--- src/design/cit_pkg.sv ---
// Shared types, codes and sizes for the content index table.
package cit_pkg;

  // Table geometry
  localparam int unsigned DEPTH  = 256;
  localparam int unsigned IDX_W  = $clog2(DEPTH);
  localparam int unsigned CNT_W  = $clog2(DEPTH + 1);

  // Field widths
  localparam int unsigned KEY_W  = 64;
  localparam int unsigned IP_W   = 32;
  localparam int unsigned PORT_W = 16;
  localparam int unsigned DL_W   = 10;
  localparam int unsigned MODE_W = 2;
  localparam int unsigned STAT_W = 3;

  localparam logic [DL_W-1:0] DL_MAX       = {DL_W{1'b1}};
  localparam logic [DL_W-1:0] CEIL_DEFAULT = DL_W'(999);

  // Request kinds
  localparam logic [MODE_W-1:0] MODE_REGISTER   = 2'd0;
  localparam logic [MODE_W-1:0] MODE_SEARCH     = 2'd1;
  localparam logic [MODE_W-1:0] MODE_DEREGISTER = 2'd2;
  localparam logic [MODE_W-1:0] MODE_NONE       = 2'd3;

  // Result codes
  localparam logic [STAT_W-1:0] ST_REGISTERED     = 3'd0;
  localparam logic [STAT_W-1:0] ST_DUPLICATE      = 3'd1;
  localparam logic [STAT_W-1:0] ST_FULL           = 3'd2;
  localparam logic [STAT_W-1:0] ST_FOUND          = 3'd3;
  localparam logic [STAT_W-1:0] ST_NOT_FOUND      = 3'd4;
  localparam logic [STAT_W-1:0] ST_DEREGISTERED   = 3'd5;
  localparam logic [STAT_W-1:0] ST_NOT_REGISTERED = 3'd6;

  // One table slot as held in the slot memory
  typedef struct packed {
    logic [KEY_W-1:0]  content;
    logic [KEY_W-1:0]  peer;
    logic [IP_W-1:0]   ip;
    logic [PORT_W-1:0] port;
    logic [DL_W-1:0]   downloads;
  } cit_entry_t;

  // Controller to datapath commands
  typedef struct packed {
    logic load;     // latch request word, restart scan
    logic scan_en;  // step the slot scan
    logic finish;   // commit updates and load the result word
  } cit_cmd_t;

  // Datapath to controller status
  typedef struct packed {
    logic scan_done;  // all filled slots compared
    logic out_busy;   // result register full and not being taken
    logic req_none;   // incoming request carries the unused mode
  } cit_sts_t;

endpackage

--- src/design/cit_ctrl.sv ---
// Request sequencer for the content index table.
module cit_ctrl (
  input  logic             clk_i,
  input  logic             rst_ni,
  input  logic             in_valid_i,
  output logic             in_ready_o,
  input  cit_pkg::cit_sts_t sts_i,
  output cit_pkg::cit_cmd_t cmd_o
);

  localparam logic [1:0] S_IDLE = 2'd0;
  localparam logic [1:0] S_SCAN = 2'd1;
  localparam logic [1:0] S_FIN  = 2'd2;

  logic [1:0] state_q, state_d;

  // Next state and commands
  always_comb begin
    state_d        = state_q;
    in_ready_o     = 1'b0;
    cmd_o          = '0;
    case (state_q)
      S_IDLE: begin
        in_ready_o = 1'b1;
        if (in_valid_i) begin
          cmd_o.load = 1'b1;
          // unused mode is swallowed without a result
          if (!sts_i.req_none) state_d = S_SCAN;
        end
      end
      S_SCAN: begin
        cmd_o.scan_en = 1'b1;
        if (sts_i.scan_done) state_d = S_FIN;
      end
      S_FIN: begin
        if (!sts_i.out_busy) begin
          cmd_o.finish = 1'b1;
          state_d      = S_IDLE;
        end
      end
      default: begin
        state_d = S_IDLE;
      end
    endcase
  end

  always_ff @(posedge clk_i or negedge rst_ni) begin
    if (!rst_ni) begin
      state_q <= S_IDLE;
    end else begin
      state_q <= state_d;
    end
  end

  // Only one command at a time
  a_cmd_onehot: assert property (@(posedge clk_i) disable iff (!rst_ni)
    $onehot0({cmd_o.load, cmd_o.scan_en, cmd_o.finish}))
    else $error("more than one datapath command");

  // A finish always returns to idle, ready for the next word
  a_fin_idle: assert property (@(posedge clk_i) disable iff (!rst_ni)
    cmd_o.finish |=> in_ready_o)
    else $error("not idle after finish");

  // Scan ends in the result state
  a_scan_fin: assert property (@(posedge clk_i) disable iff (!rst_ni)
    (cmd_o.scan_en && sts_i.scan_done) |=> (state_q == S_FIN))
    else $error("scan end lost");

endmodule

--- config.mk ---
export PLATFORM = sky130hd
export DESIGN_NAME = cit_ctrl
export DESIGN_NICKNAME = d
export VERILOG_FILES = /design/src/design/cit_pkg.sv /design/src/design/cit_ctrl.sv
export SDC_FILE = /design/constraint.sdc
export NUM_CORES = 1
export LEC_CHECK = 0
export BUFFER_PORTS_ARGS = -buffer_cell sky130_fd_sc_hd__buf_2
export CAP_MARGIN = 30
export CORE_AREA = 2 2 39 41
export CTS_CLUSTER_DIAMETER = 80
export DETAILED_ROUTE_END_ITERATION = 7
export DIE_AREA = 0 0 41 43
export PLACE_DENSITY = 0.3
export SLEW_MARGIN = 20
export SYNTH_ARGS = -nofsm -noshare
export SYNTH_HDL_FRONTEND = slang
export SYNTH_SLANG_ARGS = --single-unit
--- constraint.sdc ---
create_clock -name clk_i -period 2.25 [get_ports clk_i]
set_input_delay 0.3375 -clock clk_i [delete_from_list [all_inputs] [get_ports clk_i]]
set_output_delay 0.3375 -clock clk_i [all_outputs]
set_load 0.03 [all_outputs]
Yosys cells after proc, flatten, opt, wreduce, memory -nomap -nowiden. Cells that the tools add are included. Widths: inputs -> output; s select.

Bits in registers: 2. Bits in latches: 0. Memory bits (writable): 0. ROM bits: 0. Input bits: 6. Output and inout bits: 4. Memories kept: 0.

$add $sub $neg: 0. $mul: 0. Divide/modulo/power cells: 0. Magnitude comparators: 0. Equal/unequal tests: 6. Shifts and indexed selects: 0. Mux-type cells: 11. Bitwise operators: 0. Reduce and logical (&&, ||, !) cells: 2.

Operators with widths (count): $mux 2 (4); $ne 2x2->1 const B (4); $mux 1 (6); $pmux 2 s3 (1); $reduce_and 4->1 (1); $eq 2x1->1 const B (1); $eq 2x2->1 const B (1); $logic_not 2->1 (1).

Logic depth before layout (Yosys ltp).
Depth in word-level cells: 3. Depth in mapped cells: 2.

Worst setup path after synthesis. OpenSTA, ideal clock, no wires.

Path kind: reg2out. Start: register state_q[1]. End: output cmd_o[0] in the netlist's numbering. Arrival: 1.171 ns. Setup slack: 0.741 ns. Stages on the path, launching flop included: 2. Buffers on the path: 0. Path through: dfrtp_1 > nor3b_1.

RTL lines: from (decl) (RTL line cit_ctrl.sv:15) `logic [1:0] state_q, state_d;`; from (signal assigned) (RTL line cit_ctrl.sv:51) `state_q <= state_d;`; to (decl) (RTL line cit_ctrl.sv:8) `output cit_pkg::cit_cmd_t cmd_o`.

==> flow_summary_export.csv <==
group,metric,value,unit
logic_synthesis,synth-simple-area-share,33.7,%
placed_design,numPortBuffers,9,
clock_tree,postCtsHoldBufs,1,
route,drcViolationCount,0,
logic_synthesis,syn_avg_cell_area,10.5,um^2
pwr,pwr-share-seq,25.3,%
sta,report.final.slew_viol_count,0,
finish,final_area,213,um^2
sta,finalCritPeriodShare,64.7,%
sta,relSlewSlack,87.0,%
grt,grt_pass1_vias,115,
logic_synthesis,synth_cells,11,
critical_path,crit_chain,"nor2_2, and2_2, buf_2",
critical_path,worstSetupPathType,"flip-flop to output port",
run,cap_violations,0,
floorplanning,core-area,1380,um^2
sta,setup_viol,0,
placed_design,postPlaceCellArea,180,um^2
clock_tree,numCtsBuffers,3,
logic_synthesis,synth_top_area_share,43.5,%
clock_tree,clock_sinks,2,
finish,final_common_cell,"buf_2",
finish,syn2layout_area_growth,84.8,%
logic_synthesis,synth-xor-area-share,0,%
route,wirelength,315,um
logic_synthesis,synth.ff_latch_count,2,
route,drt_iter0_markers,0,
clock_tree,cts_tree,"done",
pwr,p_leak,0.110,nW
pwr,power.density,983,nW/um^2
logic_synthesis,ys_seq_area_share,43.5,%
clock_tree,clkTransAtPathRegs,0.03,ns
run_status,status,"completed",
floorplanning,num_rows,14,
clock_tree,cts_setup_buffers,0,
grt,grt_antenna_before_repair,0,
logic_synthesis,synthTopCellsByArea,"dfrtp_1 (43%), nor2b_4 (12%), a32o_1 (8.7%)",
clock_tree,cts_root_buf,"clkbuf_4",
finish,drive_above_1_share,62.5,%
critical_path,max_stage_delay,0.42,ns
grt,grt_pass1_wl,489,um
route,via_per_inst,3.15,
logic_synthesis,synth.area.mux_share,0,%
sta,period_needed,1.45,ns
logic_synthesis,netlist-cell-type-count,9,
logic_synthesis,synth-compound-area-share,16.3,%
logic_synthesis,synth_area,115,um^2
placed_design,place_hpwl,260,um
logic_synthesis,synth_top_family_by_area,"simple AND/OR/NAND/NOR gates",
critical_path,ff2ff_path_depth,2,
clock_tree,clock_path_buffers,2,
clock_tree,htreeDepth,1,
grt,grt_use_total,4.72,%
min_path,min_path_type,"input port to flip-flop",
pwr,p_sw,0.0000771,W
critical_path,cp_max_fo,4,
critical_path,arrival,1.12,ns
sta,max_freq,687,MHz
floorplanning,dieArea,1760,um^2
critical_path,start_kind,"flip-flop",
route,vias,126,
critical_path,cp_slowest_cell,"dfrtp_1",
pwr,ir_drop,0.270,mV
sta,worstMarginPinSlew,0.195,ns
sta,rsz0062_at_grt,"false",
route,dr.pass1.iters,1,
critical_path,end_kind,"output port",
clock_tree,cts_repair_resize_count,0,
logic_synthesis,yosysTopAreaCell,"dfrtp_1",
route,post_drt_wl_per_cell,7.88,um
floorplanning,die_h,43,um
clock_tree,clk_latency,0.22,ns
floorplanning,start_util,8.32,%
finish,diodes,0,
min_path,worstHoldPathCells,2,
route,ant_nets,0,
finish,top_regs,"state_q: 2 flops",
finish,regMostFlops,"state_q",
finish,layout_common_cells,"buf_2 (9), clkbuf_4 (3), inv_1 (2), dfrtp_1 (2)",
floorplanning,io_pins,10,
logic_synthesis,synthAdderAreaFrac,0,%
finish,final_util,15.4,%
pwr,clockPowerShare,37.4,%
sta,setup_tns,0,ns
pwr,sw_frac_of_total,36.9,%
floorplanning,die_width,41,um
logic_synthesis,yosys_warnings,0,
finish,largest_reg_flops,2,
logic_synthesis,synth_nets,17,
finish,finish.net_count,32,
sta,final_hold_viol_count,0,
pwr,combPwrFrac,37.3,%
placed_design,gp_congestion,0.483,
pwr,p_int,0.000132,W
critical_path,required,1.91,ns
grt,grt_max_degree,5,
grt,grt_overflow,0,
sta,fin_skew,0.00446,ns
cells in the mapped netlist:
library cell	instances
nor3b_1	1
dfrtp_1	2
nor2b_4	1
and2_2	1
nand2_1	1
nor2_2	1
o2bb2ai_1	1
inv_1	2
a32o_1	1
critical path: cells and delay by family, from the launching register on:
kind,cells,cell delay [ns]
AND/OR/NAND/NOR,2,0.30
flip-flops,1,0.42
buffers and inverters,1,0.18
power groups by stage:
stage | registers (W) | logic, W | clock network, W
after global placement | 0.0000526 | 0.0000763 | 0
after floorplan | 0.0000516 | 0.0000553 | 0
after detailed placement | 0.0000532 | 0.0000778 | 0
final | 0.0000529 | 0.0000779 | 0.0000783
after CTS | 0.0000528 | 0.0000791 | 0.0000829
after global routing | 0.0000543 | 0.0000858 | 0.0000880
logic make-up (layout without fill, tap and decap cells):
logic type | after synthesis | in the layout
AND/OR/NAND/NOR | 5 | 5
AO/OA/AOI/OAI | 2 | 2
flip-flops | 2 | 2
buffers and inverters | 2 | 15
per-layer routing:
layer  global-route usage (%)  vias to the layer above  wire length (um)
met5                        0                        -                 0
met4                     4.00                        0                 0
met3                     4.71                        0                49
met2                     3.44                       10                89
met1                     6.77                       52               176
li1                         -                       64                 -
cell type report:
type / instances / area [um^2]
Clock buffer: 3 / 22.5
Fill cell: 153 / 1170
Inverter: 2 / 7.51
Multi-Input combinational cell: 7 / 57.6
Sequential cell: 2 / 50.0
Tap cell: 16 / 20.0
Timing Repair Buffer: 10 / 55.1
metrics by stage:
stage / worst slack, ns / cells / power [W] / hold slack (ns)
after floorplan: 0.741 / 11 / 0.000107 / 0.0419
after global placement: 1.05 / 36 / 0.000129 / 0.125
after detailed placement: 1.02 / 36 / 0.000131 / 0.126
after CTS: 0.782 / 40 / 0.000215 / 0.364
after global routing: 0.697 / 40 / 0.000228 / 0.374
final: 0.795 / 40 / 0.000209 / 0.365
worst paths after layout:
kind                            start    endpoint  slack, ns
setup reg to reg           state_q[0]  state_q[0]       1.39
hold / removal               sts_i[2]  state_q[1]       0.37
hold reg to reg            state_q[0]  state_q[1]       0.53
min in group asynchronous      rst_ni  state_q[0]       0.43
setup / recovery           state_q[1]    cmd_o[2]       0.80
max in group asynchronous      rst_ni  state_q[1]       1.72
Power figures use the tool's default switching activity.
